File: src/rtl/i2cm_pkg.sv
// ----------------------------------------------------------------------------
// i2cm_pkg
// Shared types and constants of the I2C master bit engine.
// ----------------------------------------------------------------------------
package i2cm_pkg;

    typedef enum logic [2:0] {
        CMD_NONE  = 3'd0,
        CMD_START = 3'd1,
        CMD_STOP  = 3'd2,
        CMD_WRITE = 3'd3,
        CMD_WACK  = 3'd4,
        CMD_READ  = 3'd5
    } cmd_t;

    // one tick as it travels through the queue
    typedef struct packed {
        cmd_t       cmd;
        logic [7:0] data_byte;
        logic       send_ack;
        logic       sda_in;
    } item_t;

    // queue status seen by the front and the back
    typedef struct packed {
        logic full;
        logic empty;
    } q_stat_t;

    localparam logic [7:0] TIMEOUT_RESET = 8'd250;
    localparam logic [7:0] MSB_MASK      = 8'h80;
    localparam logic [3:0] BITS_PER_BYTE = 4'd8;
    localparam logic [3:0] ACK_BIT_DONE  = 4'd9;

    localparam int S_TDATA_W = 16;
    localparam int S_TUSER_W = 3;
    localparam int M_TDATA_W = 16;

endpackage

File: src/rtl/i2c_master_bit_engine_top.sv
// ----------------------------------------------------------------------------
// i2c_master_bit_engine_top
// A tick beat is written into the queue, then its result is captured in the
// result register and held there until it is taken.
// Throughput: one tick beat per cycle while the queue is not full.
// The queue (FIFO_DEPTH beats) absorbs output stalls before s_tready drops.
// Reset (aresetn low, synchronous): idle, SCL/SDA released, timeout 250.
// ----------------------------------------------------------------------------
module i2c_master_bit_engine_top #(
    parameter int FIFO_DEPTH = 2    // tick beats buffered front to back, 2 or more
) (
    input  logic        aclk,
    input  logic        aresetn,
    // config write channel: ack_timeout
    input  logic        cfg_valid,
    output logic        cfg_ready,
    input  logic [7:0]  cfg_data,
    // tick beats in
    input  logic        s_tvalid,
    output logic        s_tready,
    input  logic [15:0] s_tdata,    // [7:0] data_byte, [8] send_ack, [9] sda_in, rest zero
    input  logic [2:0]  s_tuser,    // [2:0] op
    // result beats out
    output logic        m_tvalid,
    input  logic        m_tready,
    output logic [15:0] m_tdata     // [0] scl_level, [1] sda_level, [2] busy_res,
                                    // [3] done_res, [11:4] rx_byte, [12] ack_missing
);

    logic [7:0]        ack_timeout_reg;
    logic              push;
    logic              pop;
    i2cm_pkg::item_t   push_item;
    i2cm_pkg::item_t   pop_item;
    i2cm_pkg::q_stat_t q_stat;

    // config is to be written by the user only while the engine is idle (not enforced here); always ready
    assign cfg_ready = 1'b1;

    always_ff @(posedge aclk) begin
        if (!aresetn) begin
            ack_timeout_reg <= i2cm_pkg::TIMEOUT_RESET;
        end else if (cfg_valid) begin
            ack_timeout_reg <= cfg_data;
        end
    end

    // front: unpack and classify each tick beat
    i2cm_front u_front (
        .s_tvalid  (s_tvalid),
        .s_tready  (s_tready),
        .s_tdata   (s_tdata),
        .s_tuser   (s_tuser),
        .q_stat    (q_stat),
        .push      (push),
        .push_item (push_item)
    );

    // queue lets front and back stall independently
    i2cm_fifo #(
        .DEPTH (FIFO_DEPTH)
    ) u_fifo (
        .aclk      (aclk),
        .aresetn   (aresetn),
        .push      (push),
        .push_item (push_item),
        .pop       (pop),
        .pop_item  (pop_item),
        .q_stat    (q_stat)
    );

    // back: one sequencer step per popped tick, registered result
    i2cm_back u_back (
        .aclk        (aclk),
        .aresetn     (aresetn),
        .ack_timeout (ack_timeout_reg),
        .q_stat      (q_stat),
        .pop_item    (pop_item),
        .pop         (pop),
        .m_tvalid    (m_tvalid),
        .m_tready    (m_tready),
        .m_tdata     (m_tdata)
    );

endmodule

File: src/rtl/i2cm_front.sv
// ----------------------------------------------------------------------------
// i2cm_front
// Input side: unpacks a beat, maps unused op codes to none, pushes the queue.
// ----------------------------------------------------------------------------
module i2cm_front (
    input  logic                               s_tvalid,
    output logic                               s_tready,
    input  logic [i2cm_pkg::S_TDATA_W-1:0]     s_tdata,
    input  logic [i2cm_pkg::S_TUSER_W-1:0]     s_tuser,
    input  i2cm_pkg::q_stat_t                  q_stat,
    output logic                               push,
    output i2cm_pkg::item_t                    push_item
);

    i2cm_pkg::cmd_t cmd;

    always_comb begin
        unique case (s_tuser)
            i2cm_pkg::CMD_START: cmd = i2cm_pkg::CMD_START;
            i2cm_pkg::CMD_STOP:  cmd = i2cm_pkg::CMD_STOP;
            i2cm_pkg::CMD_WRITE: cmd = i2cm_pkg::CMD_WRITE;
            i2cm_pkg::CMD_WACK:  cmd = i2cm_pkg::CMD_WACK;
            i2cm_pkg::CMD_READ:  cmd = i2cm_pkg::CMD_READ;
            default:             cmd = i2cm_pkg::CMD_NONE;
        endcase
    end

    assign s_tready            = !q_stat.full;
    assign push                = s_tvalid && !q_stat.full;
    assign push_item.cmd       = cmd;
    assign push_item.data_byte = s_tdata[7:0];
    assign push_item.send_ack  = s_tdata[8];
    assign push_item.sda_in    = s_tdata[9];

endmodule

File: src/rtl/i2cm_fifo.sv
// ----------------------------------------------------------------------------
// i2cm_fifo
// Short register queue between front and back (DEPTH 2 or more).
// ----------------------------------------------------------------------------
module i2cm_fifo #(
    parameter int DEPTH = 2
) (
    input  logic               aclk,
    input  logic               aresetn,
    input  logic               push,
    input  i2cm_pkg::item_t    push_item,
    input  logic               pop,
    output i2cm_pkg::item_t    pop_item,
    output i2cm_pkg::q_stat_t  q_stat
);

    localparam int PTR_W = $clog2(DEPTH);
    localparam int CNT_W = $clog2(DEPTH + 1);

    i2cm_pkg::item_t    mem_reg [DEPTH];
    logic [PTR_W-1:0]   wr_ptr_reg, wr_ptr_next;
    logic [PTR_W-1:0]   rd_ptr_reg, rd_ptr_next;
    logic [CNT_W-1:0]   count_reg,  count_next;

    always_comb begin
        wr_ptr_next = wr_ptr_reg;
        rd_ptr_next = rd_ptr_reg;
        count_next  = count_reg;
        if (push) begin
            wr_ptr_next = (wr_ptr_reg == PTR_W'(DEPTH - 1)) ? '0 : wr_ptr_reg + 1'b1;
        end
        if (pop) begin
            rd_ptr_next = (rd_ptr_reg == PTR_W'(DEPTH - 1)) ? '0 : rd_ptr_reg + 1'b1;
        end
        if (push && !pop) begin
            count_next = count_reg + 1'b1;
        end else if (pop && !push) begin
            count_next = count_reg - 1'b1;
        end
    end

    always_ff @(posedge aclk) begin
        if (!aresetn) begin
            wr_ptr_reg <= '0;
            rd_ptr_reg <= '0;
            count_reg  <= '0;
        end else begin
            wr_ptr_reg <= wr_ptr_next;
            rd_ptr_reg <= rd_ptr_next;
            count_reg  <= count_next;
        end
    end

    always_ff @(posedge aclk) begin
        if (push) begin
            mem_reg[wr_ptr_reg] <= push_item;
        end
    end

    assign pop_item     = mem_reg[rd_ptr_reg];
    assign q_stat.full  = (count_reg == CNT_W'(DEPTH));
    assign q_stat.empty = (count_reg == '0);

endmodule

File: src/rtl/i2cm_back.sv
// ----------------------------------------------------------------------------
// i2cm_back
// Line sequencer: one step per queued tick, result held in an output register.
// ----------------------------------------------------------------------------
module i2cm_back (
    input  logic                               aclk,
    input  logic                               aresetn,
    input  logic [7:0]                         ack_timeout,
    input  i2cm_pkg::q_stat_t                  q_stat,
    input  i2cm_pkg::item_t                    pop_item,
    output logic                               pop,
    output logic                               m_tvalid,
    input  logic                               m_tready,
    output logic [i2cm_pkg::M_TDATA_W-1:0]     m_tdata
);

    // sequencer state
    i2cm_pkg::cmd_t cmd_reg, cmd_next;
    logic [1:0]     phase_reg, phase_next;
    logic [3:0]     bit_cnt_reg, bit_cnt_next;
    logic [7:0]     shift_reg, shift_next;
    logic [7:0]     wait_cnt_reg, wait_cnt_next;
    logic           scl_reg, scl_next;
    logic           sda_reg, sda_next;
    logic           ack_choice_reg, ack_choice_next;
    logic [7:0]     rx_reg, rx_next;

    // result register
    logic                           out_valid_reg, out_valid_next;
    logic [i2cm_pkg::M_TDATA_W-1:0] out_data_reg;

    // values after a possible command load
    i2cm_pkg::cmd_t eff_cmd;
    logic           load;
    logic [1:0]     ph;
    logic [3:0]     bc;
    logic [7:0]     wc;
    logic [7:0]     sh;
    logic           ack_c;
    logic [3:0]     bc_inc;
    logic [8:0]     wc_inc;
    logic           wc_over;
    logic           done;
    logic           missing;
    logic [7:0]     rd_shift;

    assign pop = !q_stat.empty && (!out_valid_reg || m_tready);

    always_comb begin
        load    = (cmd_reg == i2cm_pkg::CMD_NONE) && (pop_item.cmd != i2cm_pkg::CMD_NONE);
        eff_cmd = load ? pop_item.cmd : cmd_reg;
        ph      = load ? 2'd0 : phase_reg;
        bc      = load ? 4'd0 : bit_cnt_reg;
        wc      = load ? 8'd0 : wait_cnt_reg;
        ack_c   = (load && pop_item.cmd == i2cm_pkg::CMD_READ) ? pop_item.send_ack
                                                               : ack_choice_reg;
        if (load && pop_item.cmd == i2cm_pkg::CMD_WRITE) begin
            sh = pop_item.data_byte;
        end else if (load && pop_item.cmd == i2cm_pkg::CMD_READ) begin
            sh = 8'd0;
        end else begin
            sh = shift_reg;
        end
        bc_inc   = bc + 4'd1;
        wc_inc   = {1'b0, wc} + 9'd1;
        wc_over  = wc_inc > {1'b0, ack_timeout};
        rd_shift = {sh[6:0], pop_item.sda_in};
    end

    // line levels, data path and done flags
    always_comb begin
        scl_next      = scl_reg;
        sda_next      = sda_reg;
        shift_next    = sh;
        bit_cnt_next  = bc;
        wait_cnt_next = wc;
        rx_next       = rx_reg;
        done          = 1'b0;
        missing       = 1'b0;
        unique case (eff_cmd)
            i2cm_pkg::CMD_START: begin
                if (ph == 2'd0) begin
                    sda_next = 1'b1;
                    scl_next = 1'b1;
                end else if (ph == 2'd1) begin
                    sda_next = 1'b0;
                end else begin
                    scl_next = 1'b0;
                    done     = 1'b1;
                end
            end
            i2cm_pkg::CMD_STOP: begin
                if (ph == 2'd0) begin
                    sda_next = 1'b0;
                    scl_next = 1'b0;
                end else begin
                    scl_next = 1'b1;
                    sda_next = 1'b1;
                    done     = 1'b1;
                end
            end
            i2cm_pkg::CMD_WRITE: begin
                if (ph == 2'd0) begin
                    scl_next   = 1'b0;
                    sda_next   = |(sh & i2cm_pkg::MSB_MASK);
                    shift_next = {sh[6:0], 1'b0};
                end else if (ph == 2'd1) begin
                    scl_next     = 1'b1;
                    bit_cnt_next = bc_inc;
                end else begin
                    scl_next = 1'b0;
                    done     = 1'b1;
                end
            end
            i2cm_pkg::CMD_WACK: begin
                if (ph <= 2'd1) begin
                    if (ph == 2'd0) begin
                        sda_next = 1'b1;
                        scl_next = 1'b1;
                    end
                    if (!pop_item.sda_in) begin
                        scl_next = 1'b0;
                        done     = 1'b1;
                    end else if (!wc_over) begin
                        wait_cnt_next = wc_inc[7:0];
                    end
                end else if (ph == 2'd2) begin
                    sda_next = 1'b0;
                    scl_next = 1'b0;
                end else begin
                    scl_next = 1'b1;
                    sda_next = 1'b1;
                    done     = 1'b1;
                    missing  = 1'b1;
                end
            end
            i2cm_pkg::CMD_READ: begin
                if (ph == 2'd0) begin
                    sda_next = 1'b1;
                    scl_next = 1'b0;
                end else if (ph == 2'd1) begin
                    scl_next     = 1'b1;
                    shift_next   = rd_shift;
                    bit_cnt_next = bc_inc;
                    if (bc_inc >= i2cm_pkg::BITS_PER_BYTE) begin
                        rx_next = rd_shift;
                    end
                end else if (ph == 2'd2) begin
                    scl_next = 1'b0;
                    if (bc >= i2cm_pkg::ACK_BIT_DONE) begin
                        done = 1'b1;
                    end else begin
                        sda_next = !ack_c;
                    end
                end else begin
                    scl_next     = 1'b1;
                    bit_cnt_next = i2cm_pkg::ACK_BIT_DONE;
                end
            end
            default: begin
            end
        endcase
        if (done) begin
            bit_cnt_next  = 4'd0;
            wait_cnt_next = 8'd0;
        end
        ack_choice_next = ack_c;
    end

    // command and phase
    always_comb begin
        cmd_next   = eff_cmd;
        phase_next = ph;
        unique case (eff_cmd)
            i2cm_pkg::CMD_START: begin
                if (ph == 2'd0) begin
                    phase_next = 2'd1;
                end else if (ph == 2'd1) begin
                    phase_next = 2'd2;
                end
            end
            i2cm_pkg::CMD_STOP: begin
                if (ph == 2'd0) begin
                    phase_next = 2'd1;
                end
            end
            i2cm_pkg::CMD_WRITE: begin
                if (ph == 2'd0) begin
                    phase_next = 2'd1;
                end else if (ph == 2'd1) begin
                    phase_next = (bc_inc >= i2cm_pkg::BITS_PER_BYTE) ? 2'd2 : 2'd0;
                end
            end
            i2cm_pkg::CMD_WACK: begin
                if (ph <= 2'd1) begin
                    phase_next = (pop_item.sda_in && wc_over) ? 2'd2 : 2'd1;
                end else if (ph == 2'd2) begin
                    phase_next = 2'd3;
                end
            end
            i2cm_pkg::CMD_READ: begin
                if (ph == 2'd0) begin
                    phase_next = 2'd1;
                end else if (ph == 2'd1) begin
                    phase_next = (bc_inc >= i2cm_pkg::BITS_PER_BYTE) ? 2'd2 : 2'd0;
                end else if (ph == 2'd2) begin
                    phase_next = 2'd3;
                end else begin
                    phase_next = 2'd2;
                end
            end
            default: begin
                cmd_next = i2cm_pkg::CMD_NONE;
            end
        endcase
        if (done) begin
            cmd_next   = i2cm_pkg::CMD_NONE;
            phase_next = 2'd0;
        end
    end

    always_comb begin
        out_valid_next = out_valid_reg;
        if (pop) begin
            out_valid_next = 1'b1;
        end else if (m_tready) begin
            out_valid_next = 1'b0;
        end
    end

    always_ff @(posedge aclk) begin
        if (!aresetn) begin
            cmd_reg        <= i2cm_pkg::CMD_NONE;
            phase_reg      <= 2'd0;
            bit_cnt_reg    <= 4'd0;
            shift_reg      <= 8'd0;
            wait_cnt_reg   <= 8'd0;
            scl_reg        <= 1'b1;
            sda_reg        <= 1'b1;
            ack_choice_reg <= 1'b0;
            rx_reg         <= 8'd0;
            out_valid_reg  <= 1'b0;
        end else begin
            out_valid_reg <= out_valid_next;
            if (pop) begin
                cmd_reg        <= cmd_next;
                phase_reg      <= phase_next;
                bit_cnt_reg    <= bit_cnt_next;
                shift_reg      <= shift_next;
                wait_cnt_reg   <= wait_cnt_next;
                scl_reg        <= scl_next;
                sda_reg        <= sda_next;
                ack_choice_reg <= ack_choice_next;
                rx_reg         <= rx_next;
            end
        end
    end

    always_ff @(posedge aclk) begin
        if (pop) begin
            out_data_reg <= {3'd0, missing, rx_next, done,
                             (cmd_next != i2cm_pkg::CMD_NONE), sda_next, scl_next};
        end
    end

    assign m_tvalid = out_valid_reg;
    assign m_tdata  = out_data_reg;

endmodule

File: config.mk
export PLATFORM = sky130hd
export DESIGN_NAME = i2c_master_bit_engine_top
export DESIGN_NICKNAME = d
export VERILOG_FILES = /design/src/rtl/i2cm_pkg.sv /design/src/rtl/i2c_master_bit_engine_top.sv /design/src/rtl/i2cm_front.sv /design/src/rtl/i2cm_fifo.sv /design/src/rtl/i2cm_back.sv
export SDC_FILE = /design/constraint.sdc
export NUM_CORES = 1
export LEC_CHECK = 0
export ABC_AREA = 1
export BUFFER_PORTS_ARGS = -buffer_cell sky130_fd_sc_hd__buf_2
export CAP_MARGIN = 0
export CORE_MARGIN = 4
export CORE_UTILIZATION = 30
export DETAILED_ROUTE_END_ITERATION = 6
export GPL_TIMING_DRIVEN = 0
export PLACE_DENSITY = 0.44
export SETUP_SLACK_MARGIN = 0.02
export SLEW_MARGIN = 40
export SYNTH_ARGS = -nofsm -noshare
export SYNTH_HDL_FRONTEND = slang
export SYNTH_SLANG_ARGS = --single-unit
File: constraint.sdc
create_clock -name aclk -period 4.27 [get_ports aclk]
set_clock_uncertainty 0.1 [all_clocks]
set_input_delay 0.854 -clock aclk [delete_from_list [all_inputs] [get_ports aclk]]
set_output_delay 0.854 -clock aclk [all_outputs]
set_load 0.02 [all_outputs]
==> run_results.csv <==
group,metric,value,unit
grt,grt_max_degree,23,
route,drt_wl_total,12710,um
clock_network,clockBufferDepth,2,
clock_network,clockRootBuffer,"clkbuf_16",
final_layout,layout.cells.non_filler,938,
route,viasPerCell,4.588,
timing,hold_viol,0,
grt,grt_usage,0.1376,
worst_setup_path,crit_fanout,10,
route,drt-pass1-iter-count,5,
final_layout,fin_area,5843,um2
logic_synthesis,synth_area,5052,um2
floorplan,core_area,16520,um2
worst_setup_path,worstSetupEndpointType,"flop",
clock_network,h-tree-depth,3,
worst_setup_path,cp_slowest_stage_delay,0.31,ns
clock_network,cts_buffers,9,
placed_design,dp_hpwl,9466,um
timing,final_max_slew_viol_count,0,
clock_network,clk_pin_slew,0.06,ns
floorplan,dieWidth,137.8,um
worst_setup_path,crit_path_top_delay_cell,"dfxtp_1",
grt,grt_pass1_vias,3943,
clock_network,cts_tree,"yes",
run_status,status,"complete, no violations",
timing,tightestPinTransition,0.7485,ns
clock_network,postCtsHoldBufs,0,
worst_setup_path,worst_setup_path_start_kind,"flop",
placed_design,dp.cells,922,
logic_synthesis,synth.ff_latch_count,89,
logic_synthesis,synth_cell_type_count,42,
placed_design,gp_congestion,0.8297,
clock_network,cts_sinks,89,
worst_setup_path,critPathRequiredTime,4.44,ns
timing,setup_viol,0,
placed_design,postPlaceCellArea,5545,um2
final_layout,antenna_cells,0,
route,drt-wirelength-per-cell,13.55,um
floorplan,fp-row-count,47,
final_layout,post_route_cells_drive_above_1_share,0.1671,
logic_synthesis,yosysWarnings,0,
logic_synthesis,synth_cells,660,
route,ant_nets,0,
grt,gr-usage-met2,0.2085,
final_layout,final_common_cell,"nand2_1",
power_and_ir_drop,vdd_ir_drop_max,0.3266,mV
power_and_ir_drop,p_per_area,666.1,nW/um2
final_layout,largest_reg_flops,26,
grt,grt_pass1_wl,20180,um
route,vias,4304,
worst_setup_path,cp_data_arrival_time,3.90,ns
timing,layout_setup_ws,0.5364,ns
final_layout,area_growth,15.65,%
floorplan,die_area,18980,um2
final_layout,mostFrequentLayoutCells,"nand2_1 (162), inv_1 (97), a21oi_1 (56)",
logic_synthesis,syn_area_per_cell,7.655,um2
grt,grt_use_met1,0.1967,
final_layout,layout.nets,763,
power_and_ir_drop,p_leak,2.690,nW
worst_setup_path,critPathTopFamily,"simple AND/OR/NAND/NOR gates",
grt,grt_overflow_total,0,
final_layout,nFillCells,1729,
timing,period_share,0.8744,
worst_setup_path,cpMostUsedCell,"nand2_1",
grt,grt_use_met3,0.02703,
timing,rsz0062_at_grt,"false",
clock_network,clock_latency,0.35,ns
worst_setup_path,path_class,"reg -> reg",
timing,fmax,267.8,MHz
floorplan,start_util,0.3057,
route,first_iter_violations,217,
clock_network,cts_post_setup_buffers_inserted,0,
grt,antenna_found_initial,0,
timing,fin_crit,3.734,ns
timing,tns,0,ns
placed_design,io_buffers,40,
floorplan,die_h,137.8,um
job,cap_violations,0,
worst_setup_path,worstPathBufferInverterCount,4,
grt,grt_busiest_layer,"met2",
min_path,hp-class,"reg -> reg",
floorplan,pin_count,51,
logic_synthesis,synth_seq_area_share,0.4299,
timing,maxSlewHeadroom,0.5004,
route,drcViolationCount,0,
placed_design,dpl_worst_slack,0.5152,ns
==> cell families after synthesis <==
family	Yosys count	share of synthesized area
simple gates	284	0.2526
fa+ha+maj	18	0.04458
flops	89	0.4299
compound gates	129	0.1516
xor+xnor	5	0.008667
other cells	2	0.001486
buf+inv	133	0.1112
==> cells in the mapped netlist, drive strengths merged <==
master,count,share of area
xor2,5,0.0087
clkinv,1,0.00074
a21boi,1,0.0015
nor2,47,0.044
o31ai,2,0.0030
inv,108,0.081
nand2,177,0.15
o21ai,47,0.053
buf,13,0.021
o22ai,3,0.0037
conb,2,0.0015
ha,18,0.045
nand3,45,0.046
a31oi,1,0.0012
dfxtp,50,0.20
a21o,1,0.0015
nand3b,1,0.0015
nor3,5,0.0050
a31o,5,0.0087
o211ai,9,0.014
and3,1,0.0012
a21oi,59,0.061
nand4,8,0.0099
o21bai,1,0.0037
edfxtp,39,0.23
clkbuf,11,0.0082
==> worst min-delay path: stages, from the launching register on <==
cell and delay (ns):
dfxtp_1 0.31, nand2_1 0.06, a21oi_1 0.05
==> metrics by stage <==
| stage | power [mW] | utilization | hold slack, ns |
|---|---|---|---|
| after floorplan | 2.612 | - | 0.3255 |
| after global placement | 3.100 | 0.3350 | 0.3366 |
| after detailed placement | 3.118 | 0.3356 | 0.3462 |
| after CTS | 3.938 | 0.3534 | 0.3658 |
| after global routing | 4.199 | 0.3536 | 0.3883 |
| final | 3.892 | 0.3536 | 0.3667 |
==> repair_timing <==
item | in CTS | in global routing
hold endpoints to repair | 0 | 0
setup endpoints to repair | 0 | 1
resized for setup | 0 | 1
==> power breakdown <==
part           internal [mW]  leakage [nW]  switching [mW]
clock network          0.457         0.144           0.345
logic                  0.562          1.76            1.28
registers               1.16         0.782          0.0872
total                   2.18          2.69            1.71
==> layer usage <==
layer  routed length (um)  up-vias
li1                     -     2239
met4                  165        0
met3                  444       12
met1                 6468     1974
met2                 5629       79
met5                    0        -
==> final timing paths <==
kind              slack (ns)                     end  cells past startpoint              startpoint
setup / recovery        0.54  u_back.wait_cnt_reg[4]                     25                    flop
hold / removal          0.37  u_back.wait_cnt_reg[5]                      2  u_back.wait_cnt_reg[5]
setup reg to reg        0.54  u_back.wait_cnt_reg[4]                     25                    flop
hold reg to reg         0.37  u_back.wait_cnt_reg[5]                      2  u_back.wait_cnt_reg[5]
==> cell type report <==
| type | count | area (um2) | area share |
|---|---|---|---|
| plain buffers | 24 | 148.9 | 0.02548 |
| clock buffers | 10 | 229.0 | 0.03919 |
| clock inverters | 6 | 66.31 | 0.01135 |
| inverters | 109 | 414.1 | 0.07088 |
| multi-input cells | 440 | 2337 | 0.4000 |
| flip-flops and latches | 89 | 2172 | 0.3717 |
| well taps | 220 | 275.3 | 0.04711 |
| repair buffers | 40 | 200.2 | 0.03426 |
Power figures use the tool's default switching activity.
